==> src/rtl/tnss_pkg.sv <==
package tnss_pkg;

  // Input item kinds
  typedef enum logic [1:0] {
    KIND_TICK  = 2'd0,
    KIND_START = 2'd1,
    KIND_STOP  = 2'd2,
    KIND_LOAD  = 2'd3
  } kind_t;

  // Configuration register indexes
  typedef enum logic [1:0] {
    CFG_FRAMES_PER_STEP = 2'd0,
    CFG_NUM_STEPS       = 2'd1,
    CFG_LOOP_ENABLE     = 2'd2
  } cfg_reg_t;

  localparam logic [7:0] NOTE_HOLD    = 8'd255;
  localparam logic [7:0] NOTE_SILENT  = 8'd0;
  localparam logic       CHANNEL_LEAD = 1'b0;
  localparam logic       CHANNEL_BASS = 1'b1;

  // Note number to channel frequency register value; zero means no tone
  localparam logic [10:0] NOTE_CODE [128] = '{
    11'd0,    11'd0,    11'd0,    11'd0,    11'd0,    11'd0,
    11'd0,    11'd0,    11'd0,    11'd0,    11'd0,    11'd0,
    11'd0,    11'd0,    11'd0,    11'd0,    11'd0,    11'd0,
    11'd0,    11'd0,    11'd0,    11'd0,    11'd0,    11'd0,
    11'd0,    11'd0,    11'd0,    11'd0,    11'd0,    11'd0,
    11'd0,    11'd0,    11'd0,    11'd0,    11'd0,    11'd0,
    11'd44,   11'd157,  11'd263,  11'd363,  11'd457,  11'd547,
    11'd631,  11'd711,  11'd786,  11'd856,  11'd923,  11'd986,
    11'd1046, 11'd1102, 11'd1155, 11'd1205, 11'd1253, 11'd1297,
    11'd1339, 11'd1379, 11'd1417, 11'd1452, 11'd1486, 11'd1517,
    11'd1547, 11'd1575, 11'd1602, 11'd1627, 11'd1650, 11'd1673,
    11'd1694, 11'd1714, 11'd1732, 11'd1750, 11'd1767, 11'd1783,
    11'd1798, 11'd1812, 11'd1825, 11'd1837, 11'd1849, 11'd1860,
    11'd1871, 11'd1881, 11'd1890, 11'd1899, 11'd1907, 11'd1915,
    11'd1923, 11'd1930, 11'd1936, 11'd1943, 11'd1949, 11'd1954,
    11'd1959, 11'd1964, 11'd1969, 11'd1974, 11'd1978, 11'd1982,
    11'd1985, 11'd1989, 11'd1992, 11'd1995, 11'd1998, 11'd2001,
    11'd2004, 11'd2006, 11'd2009, 11'd2011, 11'd2013, 11'd2015,
    11'd2017, 11'd2018, 11'd2020, 11'd2022, 11'd2023, 11'd2025,
    11'd2026, 11'd2027, 11'd2028, 11'd2029, 11'd2030, 11'd2031,
    11'd2032, 11'd2033, 11'd2034, 11'd2035, 11'd2036, 11'd2036,
    11'd2037, 11'd2038
  };

  // Pending retrigger job: one note per channel, hold code skips a channel
  typedef struct packed {
    logic [7:0] lead;
    logic [7:0] bass;
  } job_t;

  function automatic logic [10:0] note_code(input logic [7:0] note);
    logic [10:0] code;
    code = 11'd0;
    if (note != NOTE_SILENT && !note[7]) begin
      code = NOTE_CODE[note[6:0]];
    end
    return code;
  endfunction

endpackage

==> src/rtl/tnss_emit.sv <==
module tnss_emit (
  input  logic             clk,
  input  logic             rst,
  input  logic             job_valid,
  input  tnss_pkg::job_t   job,
  output logic             job_done,
  output logic             out_valid,
  input  logic             out_ready,
  output logic             channel,
  output logic             sounding,
  output logic [10:0]      freq_code,
  output logic             last
);

  logic        phase;
  logic        phase_next;
  logic        out_free;
  logic        lead_emit;
  logic        bass_emit;
  logic        want;
  logic        final_one;
  logic        emit_go;
  logic [7:0]  sel_note;
  logic [10:0] sel_code;
  logic        sel_channel;

  always_comb begin
    out_free  = !out_valid || out_ready;
    lead_emit = !phase && (job.lead != tnss_pkg::NOTE_HOLD);
    bass_emit = job.bass != tnss_pkg::NOTE_HOLD;
    want      = job_valid && (lead_emit || bass_emit);
    final_one = !lead_emit || !bass_emit;
    sel_note    = lead_emit ? job.lead : job.bass;
    sel_channel = lead_emit ? tnss_pkg::CHANNEL_LEAD : tnss_pkg::CHANNEL_BASS;
    sel_code    = tnss_pkg::note_code(sel_note);
    emit_go  = want && out_free;
    job_done = job_valid && (!want || (out_free && final_one));
    phase_next = phase;
    if (job_done) begin
      phase_next = 1'b0;
    end else if (emit_go) begin
      phase_next = 1'b1;
    end
  end

  always_ff @(posedge clk) begin
    if (rst) begin
      phase     <= 1'b0;
      out_valid <= 1'b0;
    end else begin
      phase <= phase_next;
      if (emit_go) begin
        out_valid <= 1'b1;
      end else if (out_ready) begin
        out_valid <= 1'b0;
      end
    end
  end

  // Payload: load the next retrigger when the output register frees up
  always_ff @(posedge clk) begin
    if (emit_go) begin
      channel   <= sel_channel;
      sounding  <= (sel_code != 11'd0);
      freq_code <= sel_code;
      last      <= final_one;
    end
  end

endmodule

==> config.mk <==
export PLATFORM = sky130hd
export DESIGN_NAME = tnss_emit
export DESIGN_NICKNAME = d
export VERILOG_FILES = /design/src/rtl/tnss_pkg.sv /design/src/rtl/tnss_emit.sv
export SDC_FILE = /design/constraint.sdc
export NUM_CORES = 1
export LEC_CHECK = 0
export ABC_AREA = 1
export BUFFER_PORTS_ARGS = -buffer_cell sky130_fd_sc_hd__buf_2
export CORE_MARGIN = 3
export CORE_UTILIZATION = 50
export DETAILED_ROUTE_END_ITERATION = 8
export PLACE_DENSITY = 0.75
export SLEW_MARGIN = 20
export SYNTH_ARGS = -nofsm -noshare
export SYNTH_HDL_FRONTEND = slang
export SYNTH_SLANG_ARGS = --single-unit
==> constraint.sdc <==
create_clock -name clk -period 2.2 [get_ports clk]
set_input_delay 0.11 -clock clk [delete_from_list [all_inputs] [get_ports clk]]
set_output_delay 0.11 -clock clk [all_outputs]
set_load 0.01 [all_outputs]
After elaboration in Yosys (flattened, before gate mapping)
Memories as Yosys holds them, arrays and structs flattened.
Index checks and enable logic that the tools add are counted.
{"block": "totals", "rom_bits": 1408, "input_bits": 20, "wordCells": 38, "output_inout_bits": 16, "n_memories": 1, "regBits": 16}
{"block": "op_classes", "order_cmp": 1, "n_reduce_logical": 20, "n_bitwise": 1, "n_eq_ne": 2, "mux": 7}
{"memory": "(no name shown)", "words": 128, "width": 11, "read_ports": 1, "rd_ports_with_merged_regs": 0, "wr": 0, "line_no": "tnss_pkg.sv:59", "text": "code = NOTE_CODE[note[6:0]];"}
{"cell": "$mux W11", "n": 3}
{"cell": "$ne A8 B8 Y1 const B", "n": 2}
{"cell": "$reduce_bool A11 Y1", "n": 1}
{"cell": "$ge A8 B8 Y1 const B", "n": 1}
{"cell": "$mux W8", "n": 1}
{"cell": "$not A7 Y8", "n": 1}
{"cell": "$reduce_bool A8 Y1", "n": 1}
{"cell": "$logic_and A1 B1 Y1", "n": 6}
{"cell": "$logic_not A1 Y1", "n": 6}
{"cell": "$logic_or A1 B1 Y1", "n": 4}
{"cell": "$mux W1", "n": 3}
{"cell": "$reduce_bool A2 Y1", "n": 1}
{"cell": "$reduce_or A2 Y1", "n": 1}

Longest topological paths before layout
Gate-level depths: netlist of the first run.
{"block": "logic_depth", "depth_word": 9, "ltp_mapped": 21, "mapped_depth_nobuf": 20}

Least setup slack after synthesis of the first run
OpenSTA, ideal clock, no wires.
{"block": "synth_timing", "kind": "register to register", "startpoint": "register phase", "endpoint": "register sounding, data pin", "setup_time_ps": 254, "path_buffers": 1, "stages_incl_launch_ff": 18, "required_time_ps": 1946, "synth_period_minus_slack_ps": 2182, "setup_slack_ps": 18, "t_arrival_ps": 1928, "path_cell_list": "dfxtp_1 inv_1 nand2_4 buf_6 nand2_1 nand2_1 ha_1 nand3_1 nand3_1 nand3_1 nand2_1 nand2_1 nand2_1 nand2_1 nand2_1 nand2_1 nor2_1 nand2_1"}
{"block": "synth_between", "elab_chain_len": 9, "elab_cells_between_ends": 12, "classes_between": "4 x mux; 1 x bitwise; 6 x reduce/logical; 1 x memory"}
{"item": "start, declared", "line_no": "tnss_emit.sv:15", "text": "logic phase;"}
{"item": "start signal, assigned", "line_no": "tnss_emit.sv:51", "text": "phase <= phase_next;"}
{"item": "$logic_not A1 Y1 (*)", "line_no": "tnss_emit.sv:29", "text": "lead_emit = !phase && (job.lead != tnss_pkg::NOTE_HOLD);"}
{"item": "$logic_and A1 B1 Y1 (*)", "line_no": "tnss_emit.sv:29"}
{"item": "$mux W8 (*)", "line_no": "tnss_emit.sv:33", "text": "sel_note = lead_emit ? job.lead : job.bass;"}
{"item": "$not A7 Y8 (not written as such)", "line_no": "tnss_pkg.sv:59"}
{"item": "$mem_v2 Z128 W11"}
{"item": "$mux W11 (not written as such) (2 in series)", "line_no": "tnss_pkg.sv:59"}
{"item": "$mux W11 (*)", "line_no": "tnss_pkg.sv:58", "text": "if (note != NOTE_SILENT && !note[7]) begin"}
{"item": "$reduce_bool A11 Y1 (*)", "line_no": "tnss_emit.sv:64", "text": "sounding <= (sel_code != 11'd0);"}
{"item": "end signal, assigned", "line_no": "tnss_emit.sv:64"}
{"item": "end, declared", "line_no": "tnss_emit.sv:10", "text": "output logic sounding,"}
Every way passes the cells marked *; elsewhere a longest branch is shown, timed or not. The select of a mux whose other input is x is not followed.
A chain may end at the register's enable or synchronous reset.

Worst setup path after layout of the first run
Ends and elaborated chain as after synthesis.

==> results of run 1 <==
[cells in the mapped netlist (7+ instances only)]
library cell / number / area [sq um]
nand2_1: 143 / 537
nand3_1: 44 / 220
inv_1: 39 / 146
nor2_1: 28 / 105
a21oi_1: 18 / 90.1
nand2_2: 16 / 100
edfxtp_1: 14 / 420
buf_6: 8 / 90.1
ha_1: 8 / 100
o21ai_0: 8 / 40.0
o21ai_1: 8 / 40.0
nand2_4: 7 / 78.8
[cells by family after synthesis]
| family | after synthesis | synth area share [%] |
|---|---|---|
| and+or+nand+nor | 255 | 51.7 |
| buffers and inverters | 59 | 13.4 |
| AOI/OAI and AO/OA | 40 | 9.94 |
| DFF | 16 | 20.4 |
| adders and majority gates | 8 | 4.44 |
[worst reg2reg max path: cells and delay by family (launching register included)]
family	cells	cell delay (ns)
compound gates	1	0.06
buf+inv	3	0.39
flops	1	0.32
simple gates	12	1.11
[sequential cells by signal (all words and copies together), names as in the netlist]
register,flops
last,1
phase,1
channel,1
sounding,1
freq_code,11
out_valid,1
[worst paths after layout]
check                           cells past startpoint         to      start
worst min-delay path                                2      phase        rst
worst max-delay path                               16   sounding      phase
worst min register to register                      4  out_valid  out_valid
worst max register to register                     16   sounding      phase
[through the flow]
| step | total power, mW | hold slack [ns] |
|---|---|---|
| floorplan | 0.925 | 0.179 |
| global placement | 1.22 | 0.286 |
| detailed placement | 1.23 | 0.289 |
| CTS | 1.46 | 0.0253 |
| global route | 1.64 | 0.0298 |
| finish | 1.52 | 0.0338 |
[per-layer routing]
layer	track usage, %	wire, microns	share of wire (%)
met5	0	0	0
met4	11.7	226	3.3
met2	43.8	3310	48
met1	34.3	2810	41
met3	2.20	564	8.2
[final cells by class]
cell class	count	area (sq um)	area share (%)
inverter	44	173	5.72
clock buffer	3	41.3	1.37
tap	50	62.6	2.07
sequential	16	462	15.3
timing repair buffer	96	676	22.4
multi-input combinational	303	1600	53.0
clock inverter	1	3.75	0.124
[where the power goes]
part / internal [mW] / total [mW] / leakage [nW] / switching (mW)
logic: 0.386 / 0.932 / 1.46 / 0.546
clock network: 0.124 / 0.211 / 0.0231 / 0.0875
registers: 0.372 / 0.380 / 0.155 / 0.00738
total: 0.882 / 1.52 / 1.63 / 0.641
[what timing repair did]
| item | 4_1_cts | 5_1_grt |
|---|---|---|
| setup endpoints to repair | 6 | 8 |
| buffers inserted | 0 | 0 |
| resized for setup | 5 | 35 |
| pin swaps | 0 | 7 |
| cloned | 0 | 0 |
==> flow_summary.yaml, run 1 <==
synthesis:
  synth_edf_count: 14
  avgSynthCellArea_sq_um: 5.96
  synth.distinct_cells: 30
  synth_fp_nets: 406
  yosysSeqAreaShare_pct: 20.4
  synthFlopType: "edfxtp_1"
  ys_seq_elements: 16
  synthArstFlopShare_pct: 0
  synth_warnings: 0
  syn_area_sq_um: 2250
  synth_cells: 378
final_layout:
  final_common_cell: "nand2_1"
  drive_above_1_share_pct: 34.1
  design_area_sq_um: 3020
  num-nets-final: 492
  n_antenna_cell: 0
  final_cell_mix: "nand2_1 (133), buf_4 (52), nand3_1 (41)"
  syn_to_final_growth_pct: 34.0
  utilization_pct: 72.4
  instances_no_fill: 513
  fillers: 352
die:
  rows: 23
  start_util_pct: 54.0
  dieArea_sq_um: 5350
  die_w_microns: 73.1
  core-area_sq_um: 4170
  die_h_microns: 73.1
  pin_count: 36
worst_setup_path:
  setup.worst_path.start_class: "flop"
  worstPathMaxFanout: 14
  worstPathRequired_ns: 2.20
  crit_top_cell: "nand2_1"
  crit_chain: "inv_4 -> nand2_4 -> buf_6 -> buf_4 -> nand2_2 -> nand2_8 -> nand2_2 -> nor2_1 -> nor2_1 -> nand2_1 -> nand2_2 -> a21oi_1 -> nand2_1 -> nand2_1 -> nor2_1 -> nand2_1"
  critical_path_buf_inv_count: 3
  max_stage_delay_ns: 0.32
  crit_family: "simple AND/OR/NAND/NOR gates"
  cp.arrival_ns: 2.12
  rrSetupSlack_ns: 0.08
  slowest_stage: "dfxtp_2"
  path_class: "reg -> reg"
  endpoint_kind: "flop"
route:
  drt_iter0_drc: 241
  vias: 2760
  ant_nets: 0
  wl_per_cell_microns: 13.5
  dr.pass1.iters: 5
  wl_mm: 6.91
  drc: 0
  viasPerCell: 5.38
placed_design:
  dpl_cell_area_sq_um: 2830
  dp.cells: 509
  gp_congestion: 1.08
  pre_cts_ws_ns: -0.143
  place_hpwl_mm: 5.50
  port_buffers: 35
global_route:
  grt_max_degree: 15
  antenna_found_initial: 0
  grt_first_pass_wirelength_mm: 11.2
  grt_pass1_vias: 2526
  grt_use_total_pct: 26.3
  overflow: 0
clock_network:
  clock_latency_ns: 0.24
  cts_buffers: 3
  htreeDepth: 1
  cts_tree: "done"
  cts_hold_repair.buffers: 0
  clk_pin_slew_worst_paths_ns: 0.06
  cts_sinks: 16
  cts_root_buf: "clkbuf_8"
  clock_path_buffers: 2
min_path:
  hp-class: "in -> reg"
timing:
  tns_ns: 0
  max_slew_margin_pct: 67.4
  setup_violations: 0
  max_freq_ghz: 0.472
  tightest_slew_ns: 0.488
  final-hold-violation-count: 0
  finClkSkew_ns: 0.00155
  fin_ws_ns: 0.0818
  rsz0062_at_grt: "yes"
  post-route-period-util_pct: 96.3
  period_needed_ns: 2.12
  slew_viol_final: 0
power_and_ir_drop:
  irDropWorstVdd_v: 0.000238
  p_leak_nw: 1.63
  p_per_area_nw_per_um2: 504
run:
  maxCapViolCount: 0
status:
  outcome: "finished, final reports clean"
No activity file was read; power rests on OpenSTA's default activity.
==> run 2: changes to the inputs <==
- CORE_ASPECT_RATIO: default -> 2
- CORE_MARGIN: 3 -> 4
==> run 2 against run 1 <==
The run now ends with negative setup slack left. Combinational power up 16%. Core utilization increased by 4.0 points. Routed wire length grew 34%. Sequential power about the same. First-iteration DRC count shrank 35%. Setup slack got worse by 0.15 ns. Power rose by 11%. Flip-flop and latch count stayed put. Clock power increased by 9%. Clock skew is 0.0041 ns higher.
==> flow_summary.yaml, run 2 (synthesized netlist as in run 1, its figures left out) <==
route:
  dr.pass1.iters: 7
  drt_iter0_drc: 156
  wl_mm: 9.25
  drc: 0
  viasPerCell: 5.61
  dr.max_layer_used: "met4"
  ant_nets: 0
  route.met2.wl_mm: 4.97
  dr_wl_met3_microns: 506
  vias: 3039
  wl_per_cell_microns: 17.1
  drt-met1-wl_mm: 2.84
timing:
  finClkSkew_ns: 0.00568
  tightest_slew_ns: 0.321
  max_freq_ghz: 0.441
  setup_violations: 2
  rsz0062_at_grt: "yes"
  holdWs_ns: 0.0400
  post-route-period-util_pct: 103
  slew_viol_final: 0
  fin_ws_ns: -0.0680
  final-hold-violation-count: 0
  max_slew_margin_pct: 78.5
  tns_ns: -0.110
  period_needed_ns: 2.27
global_route:
  grt_max_degree: 23
  grt_first_pass_wirelength_mm: 13.3
  grt_pass1_vias: 2990
  grt_use_total_pct: 30.1
  overflow: 0
  antenna_found_initial: 0
power_and_ir_drop:
  switchingPower_mw: 0.747
  irDropWorstVdd_v: 0.000388
  power_mw: 1.69
  p_per_area_nw_per_um2: 509
  clockPowerShare_pct: 13.6
  p_leak_nw: 1.78
  power_switching_share_pct: 44.3
  pwr-share-comb_pct: 64.0
  p_int_mw: 0.941
  seqPwrFrac_pct: 22.5
final_layout:
  largest_reg_flops: 11
  utilization_pct: 76.4
  num-nets-final: 518
  design_area_sq_um: 3310
  fillers: 383
  final_common_cell: "nand2_1"
  ff_latch_area_sq_um: 462
  largest-register: "freq_code"
  instances_no_fill: 542
  syn_to_final_growth_pct: 47.1
  n_antenna_cell: 0
  final_cell_mix: "nand2_1 (127), buf_4 (82), nand3_1 (38)"
  drive_above_1_share_pct: 41.0
  multi_input_area_sq_um: 1700
die:
  dieArea_sq_um: 5710
  core-area_sq_um: 4340
  start_util_pct: 51.9
  pin_count: 36
  die_h_microns: 103
  die_w_microns: 55.5
  rows: 34
clock_network:
  cts_hold_repair.buffers: 0
  cts_root_buf: "clkbuf_8"
  clock_latency_ns: 0.26
  cts_sinks: 16
  clock_path_buffers: 2
  htreeDepth: 1
  cts_tree: "done"
  cts_buffers: 3
  clk_pin_slew_worst_paths_ns: 0.07
status:
  outcome: "finished, violations left"
  violations: "negative setup slack"
worst_setup_path:
  rrSetupSlack_ns: -0.07
  endpoint_kind: "flop"
  setup.worst_path.start_class: "flop"
  worstPathMaxFanout: 5
  ff2ff_path_depth: 18
  path_class: "reg -> reg"
  worstPathRequired_ns: 2.22
  r2r_start: "phase"
  cp.arrival_ns: 2.28
  reg2reg_to: "sounding"
placed_design:
  dpl_cell_area_sq_um: 2970
  dp.cells: 531
  place_hpwl_mm: 7.11
  port_buffers: 35
  pre_cts_ws_ns: -0.248
  gp_congestion: 0.989
min_path:
  holdPathStages: 2
  worstHoldEndpoint: "out_valid"
  holdCritStartpoint: "rst"
  hp-class: "in -> reg"
run:
  maxCapViolCount: 0
==> run 2: cell types whose count changed in the layout (fill, tap and decap cells not counted), moves of 2 or more <==
cell | before | now
nand3_4 | 3 | 1
inv_4 | 1 | 4
ha_4 | 2 | 5
ha_1 | 5 | 3
nand3_1 | 41 | 38
a21oi_2 | 1 | 4
nor2_4 | 0 | 2
o21ai_1 | 9 | 7
a21oi_1 | 18 | 15
nand2_4 | 7 | 13
nand2_1 | 133 | 127
nand3_2 | 2 | 7
buf_4 | 52 | 82
buf_6 | 8 | 3
==> run 2: worst max path at each step <==
| stage | startpoint | to | slack [ns] | cells past startpoint |
|---|---|---|---|---|
| floorplan | phase | sounding | 0.02 | 17 |
| global placement | job[8] | sounding | -0.17 | 19 |
| detailed placement | job[13] | sounding | -0.25 | 19 |
| CTS | phase | sounding | 0.003 | 17 |
| global route | phase | sounding | -0.27 | 18 |
| finish | phase | sounding | -0.07 | 18 |
==> run 2: worst max-delay path: stages (launching register included) <==
cell      delay (ns)
dfxtp_2         0.36
inv_4           0.06
buf_6           0.12
nand3b_1        0.12
nand2_4         0.10
buf_4           0.17
ha_1            0.23
nand2_2         0.11
nand3_1         0.11
nand2_1         0.10
nand2_1         0.05
nand2_1         0.05
inv_1           0.03
nand2_1         0.06
nand2_1         0.05
nand2_1         0.09
nand2_1         0.05
nor2_1          0.10
nand2_1         0.06
==> run 2: power by group through the flow <==
stage	sequential [mW]	clock [mW]	combinational [mW]
2_1_floorplan	0.402	0	0.522
3_3_place_gp	0.385	0	0.915
3_5_place_dp	0.385	0	0.925
4_1_cts	0.379	0.226	0.968
5_1_grt	0.382	0.239	1.16
6_report	0.379	0.229	1.08
==> run 2: routing by layer <==
metal | track usage (%) | vias to the layer above
li1 | - | 1423
met1 | 24.6 | 1375
met2 | 58.3 | 174
met3 | 3.51 | 67
met4 | 31.6 | 0
met5 | 0 | -
==> run 2: repair_timing <==
action                                  CTS  global route
setup buffers                             5             3
endpoints found under the setup margin    4             6
gates resized for setup                  22            37
pin swaps                                 5            22
==> run 2: final cells by class <==
type                    count  area share [%]
flip-flops and latches     16            13.9
well taps                  54            2.04
repair buffers            122            26.1
multi-input cells         303            51.4
inverters                  44            5.29
clock buffers               3            1.25
